<file path="config.mk">
export PLATFORM = sky130hd
export DESIGN_NAME = hilbert_curve_index_point_mapper
export DESIGN_NICKNAME = d
export VERILOG_FILES = /design/src/hcm_pkg.sv /design/src/hcm_prep.sv /design/src/hcm_cell.sv /design/src/hcm_out.sv /design/src/hilbert_curve_index_point_mapper.sv
export SDC_FILE = /design/constraint.sdc
export NUM_CORES = 1
export LEC_CHECK = 0
export ABC_CLOCK_PERIOD_IN_PS = 17700
export BUFFER_PORTS_ARGS = -buffer_cell sky130_fd_sc_hd__buf_2
export CORE_UTILIZATION = 65
export CTS_BUF_LIST = sky130_fd_sc_hd__clkbuf_8 sky130_fd_sc_hd__clkbuf_16
export DETAILED_ROUTE_END_ITERATION = 12
export HOLD_SLACK_MARGIN = 0.08
export PLACE_DENSITY = 0.83
export SLEW_MARGIN = 25
export SYNTH_ARGS = -nofsm -noshare
export SYNTH_HDL_FRONTEND = slang
export SYNTH_SLANG_ARGS = --single-unit
</file>
<file path="constraint.sdc">
create_clock -name clk -period 17.7 [get_ports clk]
set_clock_uncertainty 0.05 [all_clocks]
set_input_delay 0.885 -clock clk [delete_from_list [all_inputs] [get_ports clk]]
set_output_delay 0.885 -clock clk [all_outputs]
set_load 0.01 [all_outputs]
</file>
<file path="src/hcm_pkg.sv">
`default_nettype none

package hcm_pkg;

  localparam int MAX_ORDER_DEF = 16;
  localparam int ORDER_W       = 5;
  localparam int COORD_W       = 16;
  localparam int KEY_W         = 32;
  localparam int IN_COORD_W    = 32;

  localparam logic [ORDER_W-1:0] ORDER_RESET = 5'd8;

  typedef logic [1:0] hc_state_t;
  typedef logic [1:0] hc_digit_t;

  typedef enum logic {
    OP_KEY2PT = 1'b0,
    OP_PT2KEY = 1'b1
  } hcm_op_t;

  // Curve tables, indexed [state][digit]
  localparam hc_digit_t PT2KEY_TBL [4][4] = '{
    '{2'd0, 2'd1, 2'd3, 2'd2},
    '{2'd0, 2'd3, 2'd1, 2'd2},
    '{2'd2, 2'd1, 2'd3, 2'd0},
    '{2'd2, 2'd3, 2'd1, 2'd0}
  };

  localparam hc_digit_t KEY2PT_TBL [4][4] = '{
    '{2'd0, 2'd1, 2'd3, 2'd2},
    '{2'd0, 2'd2, 2'd3, 2'd1},
    '{2'd3, 2'd1, 2'd0, 2'd2},
    '{2'd3, 2'd2, 2'd0, 2'd1}
  };

  localparam hc_state_t NEXT_TBL [4][4] = '{
    '{2'd1, 2'd0, 2'd0, 2'd2},
    '{2'd0, 2'd1, 2'd1, 2'd3},
    '{2'd3, 2'd2, 2'd2, 2'd0},
    '{2'd2, 2'd3, 2'd3, 2'd1}
  };

  typedef struct packed {
    hcm_op_t                         op;
    logic        [KEY_W-1:0]         index_in;
    logic signed [IN_COORD_W-1:0]    x_in;
    logic signed [IN_COORD_W-1:0]    y_in;
  } hcm_req_t;

  typedef struct packed {
    logic        [KEY_W-1:0]   index_out;
    logic signed [COORD_W-1:0] x_out;
    logic signed [COORD_W-1:0] y_out;
    logic                      out_of_range;
  } hcm_rsp_t;

  // Word travelling down the cell row
  typedef struct packed {
    hcm_op_t              op;
    logic                 oor;
    logic [ORDER_W-1:0]   order;
    hc_state_t            st;
    logic [KEY_W-1:0]     key;
    logic [COORD_W-1:0]   ux;
    logic [COORD_W-1:0]   uy;
  } hcm_stage_t;

  function automatic logic [COORD_W-1:0] half_side(input logic [ORDER_W-1:0] order);
    return COORD_W'(1) << (order - ORDER_W'(1));
  endfunction

endpackage

`default_nettype wire

</file>
<file path="src/hcm_prep.sv">
`default_nettype none

module hcm_prep #(
  parameter int MAX_ORDER = hcm_pkg::MAX_ORDER_DEF
) (
  input  wire                           clk,
  input  wire                           rst,
  input  wire                           req_valid,
  output logic                          req_ready,
  input  hcm_pkg::hcm_req_t             req_word,
  input  wire [hcm_pkg::ORDER_W-1:0]    curve_order,
  output logic                          dn_valid,
  input  wire                           dn_ready,
  output hcm_pkg::hcm_stage_t           dn_data
);

  logic [hcm_pkg::ORDER_W-1:0]          order_eff;
  logic [hcm_pkg::COORD_W-1:0]          shift;
  logic signed [hcm_pkg::IN_COORD_W-1:0] pos_lim;
  logic signed [hcm_pkg::IN_COORD_W-1:0] neg_lim;
  hcm_pkg::hcm_stage_t                  data_next;

  always_comb begin
    order_eff = curve_order;
    if (order_eff == '0) begin
      order_eff = hcm_pkg::ORDER_W'(1);
    end
    if (order_eff > hcm_pkg::ORDER_W'(MAX_ORDER)) begin
      order_eff = hcm_pkg::ORDER_W'(MAX_ORDER);
    end
    shift   = hcm_pkg::half_side(order_eff);
    pos_lim = $signed(hcm_pkg::IN_COORD_W'(shift));
    neg_lim = -pos_lim;

    data_next       = '0;
    data_next.op    = req_word.op;
    data_next.order = order_eff;
    if (req_word.op == hcm_pkg::OP_KEY2PT) begin
      data_next.key = req_word.index_in;
    end else begin
      data_next.oor = (req_word.x_in <= neg_lim) || (req_word.x_in >= pos_lim) ||
                      (req_word.y_in <= neg_lim) || (req_word.y_in >= pos_lim);
      data_next.ux  = req_word.x_in[hcm_pkg::COORD_W-1:0] + shift;
      data_next.uy  = req_word.y_in[hcm_pkg::COORD_W-1:0] + shift;
    end
  end

  assign req_ready = !dn_valid || dn_ready;

  always_ff @(posedge clk) begin
    if (rst) begin
      dn_valid <= 1'b0;
    end else if (req_ready) begin
      dn_valid <= req_valid;
    end
  end

  always_ff @(posedge clk) begin
    if (req_ready && req_valid) begin
      dn_data <= data_next;
    end
  end

endmodule

`default_nettype wire

</file>
<file path="src/hcm_cell.sv">
`default_nettype none

module hcm_cell #(
  parameter int LEVEL = 0
) (
  input  wire                  clk,
  input  wire                  rst,
  input  wire                  up_valid,
  output logic                 up_ready,
  input  hcm_pkg::hcm_stage_t  up_data,
  output logic                 dn_valid,
  input  wire                  dn_ready,
  output hcm_pkg::hcm_stage_t  dn_data
);

  hcm_pkg::hcm_stage_t data_next;
  hcm_pkg::hc_digit_t  digit;
  hcm_pkg::hc_digit_t  co;

  // One curve level: consume the digit (or coordinate bit pair) and write
  // the converted bit pair (or digit) back at the same level.
  always_comb begin
    data_next = up_data;
    digit     = '0;
    co        = '0;
    if (up_data.order > hcm_pkg::ORDER_W'(LEVEL)) begin
      if (up_data.op == hcm_pkg::OP_KEY2PT) begin
        digit                = up_data.key[2*LEVEL +: 2];
        co                   = hcm_pkg::KEY2PT_TBL[up_data.st][digit];
        data_next.uy[LEVEL]  = co[0];
        data_next.ux[LEVEL]  = co[1];
        data_next.st         = hcm_pkg::NEXT_TBL[up_data.st][digit];
      end else begin
        digit                       = {up_data.ux[LEVEL], up_data.uy[LEVEL]};
        co                          = hcm_pkg::PT2KEY_TBL[up_data.st][digit];
        data_next.key[2*LEVEL +: 2] = co;
        data_next.st                = hcm_pkg::NEXT_TBL[up_data.st][co];
      end
    end
  end

  assign up_ready = !dn_valid || dn_ready;

  always_ff @(posedge clk) begin
    if (rst) begin
      dn_valid <= 1'b0;
    end else if (up_ready) begin
      dn_valid <= up_valid;
    end
  end

  always_ff @(posedge clk) begin
    if (up_ready && up_valid) begin
      dn_data <= data_next;
    end
  end

endmodule

`default_nettype wire

</file>
<file path="src/hcm_out.sv">
`default_nettype none

module hcm_out (
  input  wire                  clk,
  input  wire                  rst,
  input  wire                  up_valid,
  output logic                 up_ready,
  input  hcm_pkg::hcm_stage_t  up_data,
  output logic                 rsp_valid,
  input  wire                  rsp_ready,
  output hcm_pkg::hcm_rsp_t    rsp_word
);

  logic [hcm_pkg::COORD_W-1:0] shift;
  hcm_pkg::hcm_rsp_t           rsp_next;

  always_comb begin
    shift    = hcm_pkg::half_side(up_data.order);
    rsp_next = '0;
    if (up_data.op == hcm_pkg::OP_KEY2PT) begin
      rsp_next.x_out = $signed(up_data.ux - shift);
      rsp_next.y_out = $signed(up_data.uy - shift);
    end else if (up_data.oor) begin
      rsp_next.index_out    = '1;
      rsp_next.out_of_range = 1'b1;
    end else begin
      rsp_next.index_out = up_data.key;
    end
  end

  assign up_ready = !rsp_valid || rsp_ready;

  always_ff @(posedge clk) begin
    if (rst) begin
      rsp_valid <= 1'b0;
    end else if (up_ready) begin
      rsp_valid <= up_valid;
    end
  end

  always_ff @(posedge clk) begin
    if (up_ready && up_valid) begin
      rsp_word <= rsp_next;
    end
  end

endmodule

`default_nettype wire

</file>
<file path="src/hilbert_curve_index_point_mapper.sv">
// Pipeline from an accepted req word to its rsp word: one input stage,
//   one cell per curve level, one output register.
// Throughput: one word per cycle unless rsp_ready stalls; every stage is a register with its own valid.
// Reset (rst, synchronous, active high) empties all stages and sets
//   curve_order to 8.
`default_nettype none

module hilbert_curve_index_point_mapper #(
  parameter int MAX_ORDER = hcm_pkg::MAX_ORDER_DEF
) (
  input  wire                         clk,
  input  wire                         rst,
  // config: curve order, written whenever cfg_we is high
  input  wire                         cfg_we,
  input  wire [hcm_pkg::ORDER_W-1:0]  cfg_wdata,
  // request channel
  input  wire                         req_valid,
  output logic                        req_ready,
  input  hcm_pkg::hcm_req_t           req_word,
  // response channel
  output logic                        rsp_valid,
  input  wire                         rsp_ready,
  output hcm_pkg::hcm_rsp_t           rsp_word
);

  // Curve order register.  Zero and values above MAX_ORDER are clamped
  // in the input stage, so the raw write is stored as given.
  logic [hcm_pkg::ORDER_W-1:0] curve_order;

  always_ff @(posedge clk) begin
    if (rst) begin
      curve_order <= hcm_pkg::ORDER_RESET;
    end else if (cfg_we) begin
      curve_order <= cfg_wdata;
    end
  end

  // Stage links.  Link 0 leaves the input stage; link g+1 leaves cell g.
  // Each word carries its own clamped order, so cells never look back at
  // the register.
  logic                  lnk_valid [MAX_ORDER+1];
  logic                  lnk_ready [MAX_ORDER+1];
  hcm_pkg::hcm_stage_t   lnk_data  [MAX_ORDER+1];

  // Input stage: clamp the order, do the open-range check on x and y,
  // and bias the coordinates to unsigned grid positions.
  hcm_prep #(
    .MAX_ORDER (MAX_ORDER)
  ) u_prep (
    .clk         (clk),
    .rst         (rst),
    .req_valid   (req_valid),
    .req_ready   (req_ready),
    .req_word    (req_word),
    .curve_order (curve_order),
    .dn_valid    (lnk_valid[0]),
    .dn_ready    (lnk_ready[0]),
    .dn_data     (lnk_data[0])
  );

  // Row of cells, most significant level first.  Cell g handles level
  // MAX_ORDER-1-g and passes the curve state to its neighbour; levels at
  // or above the word's order pass straight through with state 0, which
  // matches starting the walk at level order-1.
  for (genvar g = 0; g < MAX_ORDER; g++) begin : g_cell
    hcm_cell #(
      .LEVEL (MAX_ORDER - 1 - g)
    ) u_cell (
      .clk      (clk),
      .rst      (rst),
      .up_valid (lnk_valid[g]),
      .up_ready (lnk_ready[g]),
      .up_data  (lnk_data[g]),
      .dn_valid (lnk_valid[g+1]),
      .dn_ready (lnk_ready[g+1]),
      .dn_data  (lnk_data[g+1])
    );
  end

  // Output register: remove the centring bias for index-to-point words,
  // and force the all-ones index on out-of-range points.
  hcm_out u_out (
    .clk       (clk),
    .rst       (rst),
    .up_valid  (lnk_valid[MAX_ORDER]),
    .up_ready  (lnk_ready[MAX_ORDER]),
    .up_data   (lnk_data[MAX_ORDER]),
    .rsp_valid (rsp_valid),
    .rsp_ready (rsp_ready),
    .rsp_word  (rsp_word)
  );

endmodule

`default_nettype wire

</file>
==> summary.txt <==
Synth
  • Yosys synthesis warning count: 0
  • EDFF count, synth: 1,302
  • Top FF cell, synth: edfxtp_1
  • Mean Syn Cell Area: 17.14 um2
  • Post-synth design cell area: 49,600 um2
  • Yosys reg bits: 1,325
  • Post-synthesis sequential area ratio: 0.7976
  • Distinct cell type count of the synthesized netlist: 70
  • Share of flip-flops with an asynchronous set or reset: 0
  • Synthesized netlist cell count: 2,893

Floorplanning
  • Starting Density: 0.6617
  • Die Span X: 278.2 um
  • FP Rows: 100
  • CORE AREA: 74,950 um2
  • Die Ht: 278.2 um
  • I/O Pins: 174
  • Total die area: 77,410 um2

Placed design
  • Final RePlAce weighted congestion: 0.9022
  • IO Port Bufs: 173
  • Cell area after placement: 51,830 um2
  • DP HPWL: 58,620 um

Drt
  • Final wirelength: 100,100 um
  • Post-DRT Antenna Nets: 0
  • WL per Instance: 23.63 um
  • Iter 0 DRT Violations: 2,359
  • Detailed Routing Iterations Pass 1: 7
  • DRC errors left: 0
  • Via count: 25,650
  • DR vias/cell: 6.055

Global route
  • Busiest grt layer: met2
  • Grt met2 use: 0.4751
  • Grt met3 use: 0.03996
  • Initial antenna violation count: 7
  • Vias in the first global route: 26,450
  • Gr usage total: 0.2604
  • Met1 Use GR: 0.3130
  • First-pass GRT wire length: 152,600 um
  • Congestion Overflow GR: 0
  • Largest net degree at the start of global routing: 74

Clock tree
  • CTS Buffer Depth: 3
  • Clk Tree Root Cell: clkbuf_16
  • CTS tree: done
  • Post-cts hold buffer count: 0
  • Clk_lat worst skew: 0.70 ns
  • Postcts setup bufs: 0
  • H-tree depth: 3
  • Post-CTS resize count: 0
  • Clock Pin Slew Worst Setup and Hold Paths: 0.07 ns
  • Cts bufs inserted: 118
  • Total clock sinks: 1,325

Critical path
  • Crit Path Max Fanout: 20
  • CP Data Arrival Time: 5.86 ns
  • Type of the worst setup path: reg2reg
  • Startpoint Class: flop
  • Data required time of the critical path: 18.17 ns
  • Crit. End Element: flop

Finish
  • Final #Nets: 3,428
  • Share of cells above drive strength 1: 0.1330
  • Synthesis-to-finish area growth: 12.66%
  • Post-route cell area: 55,880 um2

Pwr
  • Maximum vdd drop: 0.00008614 V
  • Leak: 19.24 nW
  • Pwr dens: 112.2 nW/um2

STA
  • Slew Viols, Final: 0
  • Final setup viols: 0
  • Tmin final: 5.387 ns
  • Max-Slew Margin vs Limit: 0.3339
  • Post-route setup TNS: 0 ns
  • Max Freq: 0.1856 GHz
  • RSZ-0062 raised after global routing: no
  • Worst Tran Pin Value: 0.9991 ns
  • Hold Violations, Final: 0
  • Final worst path period share: 0.3043

Flow run
  • Max Cap Viol: 0

Worst hold path
  • Worst hold path type: reg2reg

Status
  • Outcome: complete, no violations
==> placed cells by master, fill, tap and decap left out, types with 6 or more instances in the layout <==
cell type     n
nor3b_1       6
clkinv_1     14
nor2b_1      72
conb_1       14
xor2_1       24
nor3_1       50
ha_1        156
a31oi_1       8
o211ai_1      6
clkinv_2     14
nor4_1       15
clkbuf_16   118
and3_1       23
o21a_1       39
buf_4        22
clkbuf_8     12
or2_2         7
nand4_1      24
mux2_2       31
nand2b_1     44
edfxtp_1   1302
a21oi_1     168
dfxtp_1      23
o21ai_0     110
a211oi_1     15
bufinv_16    14
nor2_1      188
mux2i_1      24
a21o_1       15
nand3_1      39
inv_1       117
xnor2_1      91
nand2_1     133
buf_2       173
or3_1        35
nor2b_4       8
==> cells by family after synthesis <==
logic type               share of synthesized area
AO/OA/AOI/OAI                              0.05169
buffers and inverters                      0.01097
adder cells (fa/ha/maj)                    0.04137
flip-flops                                  0.7976
XOR/XNOR                                   0.02031
multiplexers                               0.01188
AND/OR/NAND/NOR                            0.06607
other                                   0.00007561
==> cell type report <==
| class | count | area, um2 |
|---|---|---|
| Antenna cell | 5 | 12.51 |
| Clock buffer | 130 | 3118 |
| Clock inverter | 92 | 919.6 |
| Fill cell | 3899 | 19070 |
| Inverter | 84 | 315.3 |
| Multi-Input combinational cell | 1436 | 9694 |
| Sequential cell | 1325 | 39560 |
| Tap cell | 969 | 1212 |
| Timing Repair Buffer | 196 | 1046 |
==> critical path, cell delays in order, from the launching register on <==
cell,delay [ns]
dfxtp_1,0.54
nor3_1,0.40
nor2_1,0.12
nor2_1,0.41
nor2_1,0.12
nand3_1,0.33
ha_1,0.44
nand2_1,0.29
nor3_1,0.60
ha_1,0.22
nand4_1,0.14
nor4_1,0.83
nand2_1,0.10
o32ai_1,0.26
or4_1,0.17
a31oi_1,0.05
o22ai_1,0.13
==> Yosys cell counts (9+ instances only) <==
library cell / instances / share of area
mux2_2: 31 / 0.0070
nor2_1: 189 / 0.014
xnor2_1: 91 / 0.016
nand2_1: 133 / 0.010
a31oi_1: 9 / 0.0011
nor2b_1: 80 / 0.010
edfxtp_1: 1302 / 0.79
nand2b_1: 44 / 0.0056
or3_1: 35 / 0.0044
mux2i_1: 24 / 0.0048
xor2_1: 24 / 0.0042
clkbuf_1: 56 / 0.0042
nand4_1: 24 / 0.0030
a21o_1: 15 / 0.0023
a211oi_1: 15 / 0.0023
ha_1: 156 / 0.039
a21oi_1: 169 / 0.017
dfxtp_1: 23 / 0.0093
o21ai_0: 110 / 0.011
nand3_1: 39 / 0.0039
and3_1: 23 / 0.0029
nor3_1: 50 / 0.0050
inv_1: 82 / 0.0062
nor4_1: 15 / 0.0019
o21a_1: 39 / 0.0059
==> flip-flops by register name, summed over array words and instances (netlist names) <==
name and flops:
u_prep.dn_valid 1, u_out.rsp_valid 1, u_out.rsp_word 65, curve_order 5, g_cell.u_cell.dn_valid 16, u_prep.dn_data 71, g_cell.u_cell.dn_data 1166
==> path summary, 6_finish.rpt <==
path	slack, ns	endpoint	cells past startpoint	from
worst max register to register	12.31	u_prep.dn_data[71]$_SDFFCE_PN0P_	16	curve_order[2]$_SDFFE_PP0P_
worst min-delay path	0.34	g_cell[5].u_cell.dn_data[25]$_DFFE_PP_	0	g_cell[4].u_cell.dn_data[25]$_DFFE_PP_
worst min register to register	0.34	g_cell[5].u_cell.dn_data[25]$_DFFE_PP_	0	g_cell[4].u_cell.dn_data[25]$_DFFE_PP_
worst max-delay path	12.31	u_prep.dn_data[71]$_SDFFCE_PN0P_	16	curve_order[2]$_SDFFE_PP0P_
==> metal layers <==
metal,part of all wire,vias up
met2,0.53,1333
met5,0.00016,-
li1,-,11520
met4,0.036,4
met3,0.064,310
met1,0.37,12490
==> stage by stage <==
step | worst slack, ns | hold slack, ns | util | total power [mW] | std cells
after floorplan | 10.19 | 0.3503 | - | 3.634 | 2906
after global placement | 12.25 | 0.3502 | 0.6913 | 3.695 | 4009
after detailed placement | 12.29 | 0.3545 | 0.6915 | 3.701 | 4010
after CTS | 12.28 | 0.3255 | 0.7454 | 6.306 | 4232
after global routing | 11.81 | 0.3364 | 0.7454 | 6.440 | 4233
final | 12.31 | 0.3371 | 0.7455 | 6.269 | 4237
==> report_power, final <==
part | internal, mW | switching [mW] | total [mW]
clock | 1.48 | 1.15 | 2.63
combinational | 0.0627 | 0.108 | 0.171
sequential | 3.45 | 0.0207 | 3.47
Power figures use the tool's default switching activity.
